--- config.mk ---
export PLATFORM = sky130hd
export DESIGN_NAME = polygon_outline_transform
export DESIGN_NICKNAME = d
export VERILOG_FILES = /design/src/rtl/pot_pkg.sv /design/src/rtl/pot_front.sv /design/src/rtl/pot_queue.sv /design/src/rtl/pot_back.sv /design/src/rtl/polygon_outline_transform.sv
export VERILOG_INCLUDE_DIRS = /design/src /design/src/rtl
export SDC_FILE = /design/constraint.sdc
export NUM_CORES = 2
export LEC_CHECK = 0
export BUFFER_PORTS_ARGS = -buffer_cell sky130_fd_sc_hd__buf_2
export CORE_MARGIN = 10
export CORE_UTILIZATION = 65
export CTS_BUF_LIST = sky130_fd_sc_hd__clkbuf_4
export CTS_CLUSTER_SIZE = 10
export DETAILED_ROUTE_END_ITERATION = 8
export PLACE_DENSITY = 0.87
export REMOVE_ABC_BUFFERS = 1
export SETUP_SLACK_MARGIN = 0.3
export SYNTH_ARGS = -nofsm -noshare
export SYNTH_HDL_FRONTEND = slang
export SYNTH_SLANG_ARGS = --single-unit
--- constraint.sdc ---
create_clock -name clk -period 11.3 [get_ports clk]
set_clock_uncertainty 0.2 [all_clocks]
set_input_delay 1.13 -clock clk [delete_from_list [all_inputs] [get_ports clk]]
set_output_delay 1.13 -clock clk [all_outputs]
set_load 0.05 [all_outputs]
--- src/rtl/polygon_outline_transform_assert.svh ---
// assertion macros for the polygon outline transform rtl
`ifndef POLYGON_OUTLINE_TRANSFORM_ASSERT_SVH
`define POLYGON_OUTLINE_TRANSFORM_ASSERT_SVH

// same-cycle implication, disabled during reset
`define POT_ASSERT_IMPLIES(label, clk, rst, ante, cons) \
  label: assert property (@(posedge clk) disable iff (rst) (ante) |-> (cons)) \
    else $error("pot: same-cycle check failed");

// next-cycle implication, disabled during reset
`define POT_ASSERT_NEXT(label, clk, rst, ante, cons) \
  label: assert property (@(posedge clk) disable iff (rst) (ante) |=> (cons)) \
    else $error("pot: next-cycle check failed");

`endif

--- src/rtl/pot_pkg.sv ---
// types, constants and helper functions for the polygon outline transform
`default_nettype none

package pot_pkg;

  localparam int TABLE_LEN   = 20;
  localparam int IDX_W       = 5;
  localparam int QUEUE_DEPTH = 2;
  localparam int GAIN_Q16    = 39797;

  typedef struct packed {
    logic signed [15:0] vertex_x;
    logic signed [15:0] vertex_y;
    logic [11:0]        scale;
    logic [15:0]        angle;
    logic signed [15:0] center_x;
    logic signed [15:0] center_y;
    logic [31:0]        line_color;
    logic               is_last;
  } in_beat_t;

  typedef struct packed {
    logic signed [15:0] start_x;
    logic signed [15:0] start_y;
    logic signed [15:0] end_x;
    logic signed [15:0] end_y;
    logic [31:0]        segment_color;
    logic               final_segment;
  } out_beat_t;

  // one classified vertex with the parameters of its polygon
  typedef struct packed {
    logic signed [15:0] vertex_x;
    logic signed [15:0] vertex_y;
    logic [11:0]        scale;
    logic [15:0]        angle;
    logic signed [15:0] center_x;
    logic signed [15:0] center_y;
    logic [31:0]        color;
    logic               first;
    logic               last;
  } q_entry_t;

  // arctan(2^-i) as a 32-bit fraction of a full turn
  function automatic logic [31:0] arctan_turn(input logic [IDX_W-1:0] i);
    logic [31:0] r;
    case (i)
      5'd0:    r = 32'h20000000;
      5'd1:    r = 32'h12E4051E;
      5'd2:    r = 32'h09FB385B;
      5'd3:    r = 32'h051111D4;
      5'd4:    r = 32'h028B0D43;
      5'd5:    r = 32'h0145D7E1;
      5'd6:    r = 32'h00A2F61E;
      5'd7:    r = 32'h00517C55;
      5'd8:    r = 32'h0028BE53;
      5'd9:    r = 32'h00145F2F;
      5'd10:   r = 32'h000A2F98;
      5'd11:   r = 32'h000517CC;
      5'd12:   r = 32'h00028BE6;
      5'd13:   r = 32'h000145F3;
      5'd14:   r = 32'h0000A2FA;
      5'd15:   r = 32'h0000517D;
      5'd16:   r = 32'h000028BE;
      5'd17:   r = 32'h0000145F;
      5'd18:   r = 32'h00000A30;
      5'd19:   r = 32'h00000518;
      default: r = 32'h00000000;
    endcase
    return r;
  endfunction

  // clamp to the signed 16-bit screen range
  function automatic logic signed [15:0] sat16(input logic signed [21:0] v);
    logic signed [15:0] r;
    if (v > 22'sd32767) begin
      r = 16'sh7FFF;
    end else if (v < -22'sd32768) begin
      r = 16'sh8000;
    end else begin
      r = v[15:0];
    end
    return r;
  endfunction

endpackage

`default_nettype wire

--- src/rtl/pot_front.sv ---
// front end: takes vertex beats, marks the first of a polygon, holds its parameters
`default_nettype none

module pot_front (
  input  wire logic              clk,
  input  wire logic              rst,
  input  wire logic              vertex_valid,
  output logic                   vertex_ready,
  input  wire pot_pkg::in_beat_t vertex,
  output logic                   push_valid,
  input  wire logic              push_ready,
  output pot_pkg::q_entry_t      push_entry
);

  logic               in_polygon;
  logic [11:0]        held_scale;
  logic [15:0]        held_angle;
  logic signed [15:0] held_center_x;
  logic signed [15:0] held_center_y;
  logic [31:0]        held_color;
  logic               take;

  assign vertex_ready = push_ready;
  assign push_valid   = vertex_valid;
  assign take         = vertex_valid && push_ready;

  always_comb begin
    push_entry.vertex_x = vertex.vertex_x;
    push_entry.vertex_y = vertex.vertex_y;
    push_entry.first    = !in_polygon;
    push_entry.last     = vertex.is_last;
    if (in_polygon) begin
      push_entry.scale    = held_scale;
      push_entry.angle    = held_angle;
      push_entry.center_x = held_center_x;
      push_entry.center_y = held_center_y;
      push_entry.color    = held_color;
    end else begin
      push_entry.scale    = vertex.scale;
      push_entry.angle    = vertex.angle;
      push_entry.center_x = vertex.center_x;
      push_entry.center_y = vertex.center_y;
      push_entry.color    = vertex.line_color;
    end
  end

  always_ff @(posedge clk) begin
    if (rst) begin
      in_polygon <= 1'b0;
    end else if (take) begin
      in_polygon <= !vertex.is_last;
    end
  end

  always_ff @(posedge clk) begin
    if (take && !in_polygon) begin
      held_scale    <= vertex.scale;
      held_angle    <= vertex.angle;
      held_center_x <= vertex.center_x;
      held_center_y <= vertex.center_y;
      held_color    <= vertex.line_color;
    end
  end

endmodule

`default_nettype wire

--- src/rtl/pot_queue.sv ---
// short queue of classified vertices between front and back
`default_nettype none

module pot_queue (
  input  wire logic              clk,
  input  wire logic              rst,
  input  wire logic              push_valid,
  output logic                   push_ready,
  input  wire pot_pkg::q_entry_t push_entry,
  output logic                   pop_valid,
  input  wire logic              pop_ready,
  output pot_pkg::q_entry_t      pop_entry
);

  localparam int DEPTH = pot_pkg::QUEUE_DEPTH;
  localparam int PTR_W = (DEPTH > 1) ? $clog2(DEPTH) : 1;
  localparam int CNT_W = $clog2(DEPTH + 1);

  pot_pkg::q_entry_t slots [DEPTH];
  logic [PTR_W-1:0]  wr_ptr;
  logic [PTR_W-1:0]  rd_ptr;
  logic [CNT_W-1:0]  count;
  logic              push;
  logic              pop;

  assign push_ready = (count != CNT_W'(DEPTH));
  assign pop_valid  = (count != '0);
  assign push       = push_valid && push_ready;
  assign pop        = pop_valid && pop_ready;
  assign pop_entry  = slots[rd_ptr];

  always_ff @(posedge clk) begin
    if (rst) begin
      wr_ptr <= '0;
      rd_ptr <= '0;
      count  <= '0;
    end else begin
      if (push) begin
        wr_ptr <= (wr_ptr == PTR_W'(DEPTH - 1)) ? '0 : wr_ptr + 1'b1;
      end
      if (pop) begin
        rd_ptr <= (rd_ptr == PTR_W'(DEPTH - 1)) ? '0 : rd_ptr + 1'b1;
      end
      if (push && !pop) begin
        count <= count + 1'b1;
      end else if (pop && !push) begin
        count <= count - 1'b1;
      end
    end
  end

  always_ff @(posedge clk) begin
    if (push) begin
      slots[wr_ptr] <= push_entry;
    end
  end

endmodule

`default_nettype wire

--- src/rtl/pot_back.sv ---
// back end: cordic rotation, shared multiplier transform and segment output
`default_nettype none

module pot_back #(
  parameter int ANGLE_BITS      = 16,
  parameter int TRIG_ITERATIONS = 14
) (
  input  wire logic              clk,
  input  wire logic              rst,
  input  wire logic              entry_valid,
  output logic                   entry_ready,
  input  wire pot_pkg::q_entry_t entry,
  output logic                   segment_valid,
  input  wire logic              segment_ready,
  output pot_pkg::out_beat_t     segment
);

  localparam int AW    = ANGLE_BITS;
  localparam int ITERS = (TRIG_ITERATIONS > pot_pkg::TABLE_LEN) ?
                         pot_pkg::TABLE_LEN : TRIG_ITERATIONS;
  localparam int TSH   = 32 - AW;
  localparam int CW    = pot_pkg::IDX_W;
  localparam int XW    = 19;

  localparam logic [2:0] S_IDLE  = 3'd0;
  localparam logic [2:0] S_ROT   = 3'd1;
  localparam logic [2:0] S_MUL   = 3'd2;
  localparam logic [2:0] S_EMIT  = 3'd3;
  localparam logic [2:0] S_EMIT2 = 3'd4;

  localparam logic [CW-1:0] M_SX   = CW'(0);
  localparam logic [CW-1:0] M_SY   = CW'(1);
  localparam logic [CW-1:0] M_XC   = CW'(2);
  localparam logic [CW-1:0] M_YS   = CW'(3);
  localparam logic [CW-1:0] M_XS   = CW'(4);
  localparam logic [CW-1:0] M_YC   = CW'(5);
  localparam logic [CW-1:0] M_ACC  = CW'(6);
  localparam logic [CW-1:0] M_RND  = CW'(7);
  localparam logic [CW-1:0] M_SAT  = CW'(8);

  logic [2:0]         state;
  logic [CW-1:0]      cnt;
  pot_pkg::q_entry_t  cur;
  logic signed [XW-1:0] x, y, c, s;
  logic signed [AW:0] z;
  logic               flip;
  logic signed [28:0] sx, sy;
  logic signed [47:0] p;
  logic signed [48:0] acc_x, acc_y;
  logic signed [20:0] rnd_x, rnd_y;
  logic signed [15:0] px, py;
  logic signed [15:0] first_x, first_y, prev_x, prev_y;

  logic               out_free;
  logic               take;
  logic               emit;

  // angle folding into [-quarter, quarter)
  logic [39:0]        ang_wide;
  logic [AW-1:0]      z_raw;
  logic signed [AW:0] z_init;
  logic               flip_init;

  // one cordic step
  logic signed [XW-1:0] x_sh, y_sh, x_next, y_next;
  logic [31:0]          at_full;
  logic [31:0]          at_shift;
  logic signed [AW:0]   step;
  logic signed [AW:0]   z_next;

  // shared multiplier
  logic signed [28:0] mul_a;
  logic signed [18:0] mul_b;
  logic signed [47:0] prod;
  logic signed [48:0] rx_bias, ry_bias;

  assign entry_ready = (state == S_IDLE);
  assign take        = entry_valid && entry_ready;
  assign out_free    = !segment_valid || segment_ready;
  // a segment beat is loaded this cycle
  assign emit        = out_free &&
                       (((state == S_EMIT) && !(cur.first && !cur.last)) ||
                        (state == S_EMIT2));

  always_comb begin
    ang_wide  = {entry.angle, 24'd0};
    z_raw     = ang_wide[39 -: AW];
    flip_init = z_raw[AW-1] ^ z_raw[AW-2];
    z_init    = {z_raw[AW-2], z_raw[AW-2], z_raw[AW-2:0]};
  end

  always_comb begin
    x_sh     = x >>> cnt;
    y_sh     = y >>> cnt;
    at_full  = pot_pkg::arctan_turn(cnt);
    at_shift = at_full >> TSH;
    step     = {1'b0, at_shift[AW-1:0]};
    if (!z[AW]) begin
      x_next = x - y_sh;
      y_next = y + x_sh;
      z_next = z - step;
    end else begin
      x_next = x + y_sh;
      y_next = y - x_sh;
      z_next = z + step;
    end
  end

  always_comb begin
    case (cnt)
      M_SX: begin
        mul_a = {{13{cur.vertex_x[15]}}, cur.vertex_x};
        mul_b = {7'd0, cur.scale};
      end
      M_SY: begin
        mul_a = {{13{cur.vertex_y[15]}}, cur.vertex_y};
        mul_b = {7'd0, cur.scale};
      end
      M_XC: begin
        mul_a = sx;
        mul_b = c;
      end
      M_YS: begin
        mul_a = sy;
        mul_b = s;
      end
      M_XS: begin
        mul_a = sx;
        mul_b = s;
      end
      M_YC: begin
        mul_a = sy;
        mul_b = c;
      end
      default: begin
        mul_a = '0;
        mul_b = '0;
      end
    endcase
    prod    = mul_a * mul_b;
    rx_bias = acc_x + 49'sd134217728;
    ry_bias = acc_y + 49'sd134217728;
  end

  always_ff @(posedge clk) begin
    if (rst) begin
      state         <= S_IDLE;
      cnt           <= '0;
      segment_valid <= 1'b0;
    end else begin
      if (emit) begin
        segment_valid <= 1'b1;
      end else if (segment_ready) begin
        segment_valid <= 1'b0;
      end
      case (state)
        S_IDLE: begin
          if (take) begin
            cnt   <= '0;
            state <= S_ROT;
          end
        end
        S_ROT: begin
          if (cnt == CW'(ITERS - 1)) begin
            cnt   <= '0;
            state <= S_MUL;
          end else begin
            cnt <= cnt + 1'b1;
          end
        end
        S_MUL: begin
          if (cnt == M_SAT) begin
            cnt   <= '0;
            state <= S_EMIT;
          end else begin
            cnt <= cnt + 1'b1;
          end
        end
        S_EMIT: begin
          if (cur.first && !cur.last) begin
            state <= S_IDLE;
          end else if (out_free) begin
            state <= (cur.last && !cur.first) ? S_EMIT2 : S_IDLE;
          end
        end
        S_EMIT2: begin
          if (out_free) begin
            state <= S_IDLE;
          end
        end
        default: begin
          state <= S_IDLE;
        end
      endcase
    end
  end

  always_ff @(posedge clk) begin
    case (state)
      S_IDLE: begin
        if (take) begin
          cur  <= entry;
          x    <= XW'(pot_pkg::GAIN_Q16);
          y    <= '0;
          z    <= z_init;
          flip <= flip_init;
        end
      end
      S_ROT: begin
        x <= x_next;
        y <= y_next;
        z <= z_next;
        if (cnt == CW'(ITERS - 1)) begin
          c <= flip ? -x_next : x_next;
          s <= flip ? -y_next : y_next;
        end
      end
      S_MUL: begin
        p <= prod;
        case (cnt)
          M_SY:    sx <= p[28:0];
          M_XC:    sy <= p[28:0];
          M_YS:    acc_x <= {p[47], p};
          M_XS:    acc_x <= acc_x - {p[47], p};
          M_YC:    acc_y <= {p[47], p};
          M_ACC:   acc_y <= acc_y + {p[47], p};
          M_RND: begin
            rnd_x <= rx_bias[48:28];
            rnd_y <= ry_bias[48:28];
          end
          M_SAT: begin
            px <= pot_pkg::sat16({rnd_x[20], rnd_x} + {{6{cur.center_x[15]}}, cur.center_x});
            py <= pot_pkg::sat16({rnd_y[20], rnd_y} + {{6{cur.center_y[15]}}, cur.center_y});
          end
          default: begin
          end
        endcase
      end
      S_EMIT: begin
        if (cur.first && !cur.last) begin
          first_x <= px;
          first_y <= py;
          prev_x  <= px;
          prev_y  <= py;
        end else if (out_free) begin
          prev_x <= px;
          prev_y <= py;
          if (cur.first) begin
            first_x <= px;
            first_y <= py;
          end
          segment.segment_color <= cur.color;
          segment.end_x         <= px;
          segment.end_y         <= py;
          if (cur.first) begin
            // lone vertex: degenerate closing segment
            segment.start_x       <= px;
            segment.start_y       <= py;
            segment.final_segment <= 1'b1;
          end else begin
            segment.start_x       <= prev_x;
            segment.start_y       <= prev_y;
            segment.final_segment <= 1'b0;
          end
        end
      end
      S_EMIT2: begin
        if (out_free) begin
          segment.start_x       <= px;
          segment.start_y       <= py;
          segment.end_x         <= first_x;
          segment.end_y         <= first_y;
          segment.segment_color <= cur.color;
          segment.final_segment <= 1'b1;
        end
      end
      default: begin
      end
    endcase
  end

`include "polygon_outline_transform_assert.svh"

  `POT_ASSERT_IMPLIES(a_rot_count, clk, rst, state == S_ROT, cnt < CW'(ITERS))
  `POT_ASSERT_IMPLIES(a_close_from_later, clk, rst, state == S_EMIT2, cur.last && !cur.first)
  `POT_ASSERT_NEXT(a_take_starts_rot, clk, rst, entry_valid && entry_ready, state == S_ROT)

endmodule

`default_nettype wire

--- src/rtl/polygon_outline_transform.sv ---
// Polygon outline transform: model vertices in, screen line segments out.
// The vertex channel takes one model vertex per beat with scale, angle,
// screen position and color; these are latched at the first vertex of a
// polygon and ignored on the rest. The segment channel gives one segment
// per vertex from the second on, plus the closing segment after the
// vertex marked last; a one-vertex polygon gives one degenerate segment.
// A front end classifies vertices into a two-entry queue; the back end
// runs a cordic of TRIG_ITERATIONS steps (capped at 20), then scaling,
// rotation products and sums on one shared 29x19 multiplier, rounding and
// saturation. The back end accepts a new vertex only from its idle state,
// so it works on one vertex at a time, its closing segment included.
// A stalled segment receiver holds the back end in its output state while
// the queue keeps taking up to two vertices. Synchronous reset empties the
// queue, drops any segment in flight and starts a new polygon.
`default_nettype none

module polygon_outline_transform #(
  parameter int ANGLE_BITS      = 16,
  parameter int TRIG_ITERATIONS = 14
) (
  input  wire logic               clk,
  input  wire logic               rst,
  input  wire logic               vertex_valid,
  output logic                    vertex_ready,
  input  wire pot_pkg::in_beat_t  vertex,
  output logic                    segment_valid,
  input  wire logic               segment_ready,
  output pot_pkg::out_beat_t      segment
);

  logic              push_valid;
  logic              push_ready;
  pot_pkg::q_entry_t push_entry;
  logic              pop_valid;
  logic              pop_ready;
  pot_pkg::q_entry_t pop_entry;

  pot_front u_front (
    .clk          (clk),
    .rst          (rst),
    .vertex_valid (vertex_valid),
    .vertex_ready (vertex_ready),
    .vertex       (vertex),
    .push_valid   (push_valid),
    .push_ready   (push_ready),
    .push_entry   (push_entry)
  );

  pot_queue u_queue (
    .clk        (clk),
    .rst        (rst),
    .push_valid (push_valid),
    .push_ready (push_ready),
    .push_entry (push_entry),
    .pop_valid  (pop_valid),
    .pop_ready  (pop_ready),
    .pop_entry  (pop_entry)
  );

  pot_back #(
    .ANGLE_BITS      (ANGLE_BITS),
    .TRIG_ITERATIONS (TRIG_ITERATIONS)
  ) u_back (
    .clk           (clk),
    .rst           (rst),
    .entry_valid   (pop_valid),
    .entry_ready   (pop_ready),
    .entry         (pop_entry),
    .segment_valid (segment_valid),
    .segment_ready (segment_ready),
    .segment       (segment)
  );

endmodule

`default_nettype wire

# Yosys cells after proc, flatten, opt, wreduce, memory -nomap -nowiden
# Memory sizes are Yosys's and may differ from the RTL's. A register that Yosys moved wholly into a read port is not among the register bits.
# Index checks and enable logic that the tools add are counted.
# classes
eq_ne	21
addsub	19
shift	2
multipliers	1
order_cmp	4
mux	58
n_div	0
bitwise_logic	1
n_reduce_logical	50
# ops
cell	n
97-bit 2-to-1 mux	3
49-bit case mux with 2 select lines	2
97-bit case mux with 2 select lines	1
16-bit 2-to-1 mux	12
29-bit case mux with 4 select lines	1
19-bit 2-to-1 mux	6
49-bit by 29-bit adder with 49-bit output, second input constant	2
92-bit 2-to-1 mux	1
19-bit case mux with 2 select lines	2
19-bit case mux with 3 select lines	1
49-bit adder	1
49-bit subtractor	1
29-bit by 19-bit multiplier with 48-bit output	1
21-bit by 16-bit adder with 22-bit output	2
22-bit by 16-bit greater-than comparator with 1-bit output, second input constant	2
22-bit by 16-bit < comparator with 1-bit output, second input constant	2
19-bit adder	2
19-bit negator	2
19-bit by 5-bit >>> shifter with 19-bit output	2
19-bit subtractor	2
17-bit 2-to-1 mux	2
17-bit case mux with 2 select lines	1
32-bit 2-to-1 mux	1
5-bit 2-to-1 mux	5
34 further kinds	99
# totals
memories	2
out_inout_bits	99
ram_bits	252
input_bits	129
register_bits	749
elab_cells	203
latch_bits	0
rom_bits	960
# mem_list
memory	depth	word_bits	rd	rd_clocked_by_memory_dff	write_ports	line_no	rtl
(name not given)	32	30	1	1	0	pot_pkg.sv:47	case (i)
u_queue.slots	2	126	1	1	1	pot_queue.sv:19	pot_pkg::q_entry_t slots [DEPTH];

# Logic depth before layout (Yosys ltp)
# logic_depth
word_depth	7
depth_mapped	38
ltp_nobuf	33

# Hierarchy
# A second synthesis with hierarchy kept.
# unflattened
cells_unflattened	6080
area_unflattened_um2	70283.7
# by_module_without_submodules
mod	area_per_inst_um2	n_inst	seq_area_each_um2	cells_each
pot_back	56621.8	1	19769.0	5430
pot_queue	9466.6	1	7667.4	416
pot_front	4195.3	1	2782.7	234

# Worst setup path before layout
# No wires, ideal clock.
# synth_path
path_kind	register to register
startpoint	reg u_back.cnt[0]
endpoint	reg u_back.p[44], data pin
slack_ns	1.769
stages_incl_launch_ff	37
n_path_buf	6
period_less_slack_ns	9.531
t_required_ns	10.822
t_arrival_ns	9.053
setup_time_ns	0.278
cell_sequence	dfxtp_1 -> buf_2 -> buf_4 -> inv_1 -> clkbuf_1 -> ha_1 -> nand2b_1 -> a21oi_1 -> clkbuf_1 -> clkbuf_1 -> a22o_1 -> clkbuf_1 -> nand2_1 -> fa_1 -> inv_1 -> fa_1 -> inv_1 -> fa_1 -> inv_1 -> fa_1 -> fa_1 -> fa_1 -> inv_1 -> fa_1 -> inv_1 -> ha_1 -> nand2_1 -> or3_1 -> nor2_1 -> nand3_1 -> nor3b_1 -> a21oi_1 -> a211o_1 -> o21ai_0 -> o21ai_0 -> mux2i_1 -> o311ai_0
# synth_via
elab_chain_len	4
word_cells_on_any_way	14
cone_classes	mul: 1; eq/ne: 5; mux: 2; reduce/logical: 6
# synth_rtl
element	line_no	rtl
from (decl)	pot_back.sv:42	logic [CW-1:0] cnt;
from (signal assigned)	pot_back.sv:168	cnt <= cnt + 1'b1;
from (signal assigned)	pot_back.sv:176	cnt <= cnt + 1'b1;
5-bit by 2-bit equality test with 1-bit output (tied with other cells)	pot_back.sv:110	case (cnt)
2-bit OR reduction (no source line)	-	
29-bit case mux with 4 select lines or 19-bit case mux with 3 select lines (tied branches)	pot_back.sv:110	
29-bit by 19-bit multiplier with 48-bit output (*)	pot_back.sv:140	prod = mul_a * mul_b;
via u_back.prod[44]	pot_back.sv:74	logic signed [47:0] prod;
to (signal assigned)	pot_back.sv:219	p <= prod;
to (decl)	pot_back.sv:48	logic signed [47:0] p;
# Mark *: on every way through the listed nets, which the timed path passes. The rest lies on a longest branch.
# A chain may end at the register's enable or synchronous reset.

# Worst setup path in the final report
# layout_path
startpoint	reg u_back.cnt[0]
endpoint	reg u_back.p[46], data pin
# The elaborated chain is that of the path after synthesis.

==> flow_summary.ini <==
[worst_hold_path]
hold_end = u_front.held_center_y[14]
hold_depth = 1
worstHoldPathType = in2reg
min_from = vertex[47]

[worst_setup_path]
worst-path-max-fanout = 45
worstSetupPathType = reg2reg
r2r-start = u_back.cnt[0]
crit_path_end_kind = flip-flop
rr_worst_depth = 27
required_ns = 11.97
setup.worst_path.start_class = flip-flop
rrSetupSlack_ns = 0.73
worstPathArrival_ns = 11.24
crit_start = u_back.cnt[0]
r2r_end = u_back.p[46]

[detailed_routing]
drt_iter0_markers = 5074
drc = 0
drtAntennaViolNets = 0
vias_per_cell = 6.24
first_pass_iters = 7
vias = 50270
wl_per_cell_um = 24.2
routed_wl_um = 195000

[cells_and_area]
syn2layout_area_growth_pct = 10.3
drive_above_1_share_pct = 16.4
stdcell_count = 8059
multi_input_area_um2 = 35700
final_nets = 7514
fillers = 6869
seqCellArea_um2 = 30200

[synthesis]
async_flop_share_pct = 0
synth_seq_cells = 1016
syn_inst = 6018
synth.most_common_cell = edfxtp_1
ys_types = 78
netlist.area_leader.share_pct = 42.8
synth-edff-count = 987
synth_top_flop_cell = edfxtp_1
synth_area_leader_cell = edfxtp_1
syn_area_um2 = 69300
netlist_top_cells_count = edfxtp_1 (987), inv_1 (686), nand2_1 (628), fa_1 (546), nor2_1 (440)
ys_seq_area_share_pct = 43.6
syn_area_per_cell_um2 = 11.5
synth_area_leaders = edfxtp_1 (43%), fa_1 (16%), ha_1 (6.1%), mux2_2 (4.6%), inv_1 (3.7%)
synth-warning-count = 0

[global_route]
first_global_vias = 52190
grt_max_degree = 96
antenna_found_initial = 5
grt_remaining_overflow = 0
grt_first_pass_wirelength_um = 295000
track_usage_pct = 31.8

[sta]
final-setup-viol-count = 0
period_needed_ns = 10.57
rsz0062_at_grt = false
slew_headroom_pct = 14.3
worstMarginPinSlew_ns = 1.29
fin_crit_sh_pct = 93.6
max_freq_mhz = 94.6
report.final.slew_viol_count = 0
hold_violations = 0
tns_ns = 0

[placed_design]
port_buffers = 227
placed_cells = 7487
routabilityCongestion = 0.989
hpwl_um = 135000

[floorplan]
num_rows = 119
die_y_um = 346
start_util_pct = 65.6
io_pins = 228
dieArea_um2 = 120000
core_area_um2 = 106000
die_w_um = 346

[cts]
clock_path_buffers = 4
clock_latency_ns = 1.21
cts_setup_buffers = 0
cts.root.buffer_cell = clkbuf_4
cts_buffers = 276
cts_tree = done
htree_levels = 5
cts.sinks = 1016
path_clk_slew_ns = 0.06

[job]
maxCapViolations = 0

[run_status]
status = completed
[metal layers]
layer | global-route usage (%) | share of wire (%) | vias up
met4 | 18.7 | 6.4 | 2
met1 | 37.6 | 35 | 24703
met2 | 52.3 | 48 | 2914
li1 | - | - | 21913
met3 | 8.57 | 11 | 738
met5 | 0 | 0.0056 | -
[sequential cells by signal, indices dropped and copies added (netlist names), 17 cells and up, named ones only]
signal	count
u_back.y	19
u_back.rnd_y	21
u_back.segment	97
u_back.c	19
u_front.held_color	32
u_back.x	19
u_back.rnd_x	21
u_back.acc_y	49
u_back.z	17
u_back.sx	29
u_back.cur	110
u_back.sy	29
u_back.p	48
u_back.acc_x	49
u_queue.slots	252
u_back.s	19
[cells by family after synthesis]
kind of cell | after synthesis | synth area share, %
AO/OA/AOI/OAI | 1017 | 9.36
flip-flops | 1016 | 43.6
buffers and inverters | 926 | 5.07
XOR/XNOR | 338 | 4.27
multiplexers | 368 | 6.50
AND/OR/NAND/NOR | 1467 | 9.26
adder cells (fa/ha/maj) | 886 | 21.9
[area by class of cell]
type	count	share of cell area, %
clock inverter	62	0.367
timing repair buffer	441	4.00
multi-input combinational	4077	46.7
tap	1391	2.28
sequential	1016	39.6
inverter	687	3.38
antenna	10	0.0327
clock buffer	375	3.68
[worst max-delay path: stages, from the launching register on]
cell      delay, ns
dfxtp_2        0.33
buf_4          0.50
ha_1           0.37
nand2_1        0.37
a21oi_4        0.64
buf_4          0.38
a221o_1        0.60
nand2_1        0.21
inv_1          0.17
fa_1           0.44
inv_1          0.20
fa_1           0.48
fa_1           0.58
inv_1          0.59
fa_1           0.57
fa_1           0.56
inv_1          0.05
fa_1           0.72
inv_1          0.09
ha_1           0.28
ha_1           0.36
a21o_1         0.18
a21oi_1        0.19
nand2_1        0.08
o21ai_0        0.31
o21ai_0        0.28
a311oi_1       0.40
xnor2_1        0.11
[layout by cell type (no fill, tap or decap), types with 13 or more instances in the layout]
cell type / Yosys / routed
edfxtp_1: 987 / 987
buf_2: 8 / 227
clkinv_1: 1 / 44
dfxtp_1: 29 / 24
and3_1: 38 / 36
fa_1: 546 / 546
nand2_1: 628 / 626
or3_1: 25 / 25
o22ai_1: 13 / 13
a21o_1: 121 / 121
mux2i_1: 49 / 49
nor2_1: 440 / 434
mux4_2: 37 / 37
a22oi_1: 48 / 48
mux2_2: 282 / 282
xor2_1: 132 / 132
a221o_1: 18 / 18
nand3_1: 72 / 71
xnor2_1: 206 / 206
o21bai_1: 33 / 33
nand2b_1: 42 / 42
o21a_1: 32 / 32
o31ai_1: 24 / 24
nand4_1: 18 / 18
a221oi_1: 20 / 19
nor2b_1: 37 / 37
and2_1: 61 / 61
ha_1: 340 / 340
inv_1: 686 / 684
buf_4: 3 / 90
a21oi_1: 269 / 266
o21ai_0: 254 / 254
a31oi_1: 32 / 32
clkbuf_4: 0 / 375
a211oi_1: 30 / 29
nor3_1: 51 / 50
dlygate4sd3_1: 0 / 124
[metrics by stage]
| step | hold WS [ns] | setup slack (ns) | util (%) | cell area [um2] |
|---|---|---|---|---|
| floorplan | 0.200 | 0.214 | - | 68300 |
| global placement | 0.202 | 1.18 | 68.2 | 72000 |
| detailed placement | 0.205 | 0.887 | 68.2 | 72000 |
| CTS | 0.00257 | 0.848 | 72.3 | 76400 |
| global route | 0.00213 | 0.347 | 72.4 | 76400 |
| finish | 0.0880 | 0.725 | 72.4 | 76400 |
[timing repair]
action                                 4_1_cts  5_1_grt
setup endpoints to repair                    0        1
gates resized for setup                      0        3
hold buffers                               124        0
endpoints found under the hold margin      184        0
[worst max-delay path by stage]
stage,cells after the start,end
2_1_floorplan,28,u_back.p[44]
3_3_place_gp,31,u_back.p[45]
3_5_place_dp,31,u_back.p[45]
4_1_cts,31,u_back.p[45]
5_1_grt,27,u_back.p[46]
6_report,27,u_back.p[46]
Power is not shown: default switching activity piles up to over one toggle a cycle in this logic, so the estimate is an artifact.
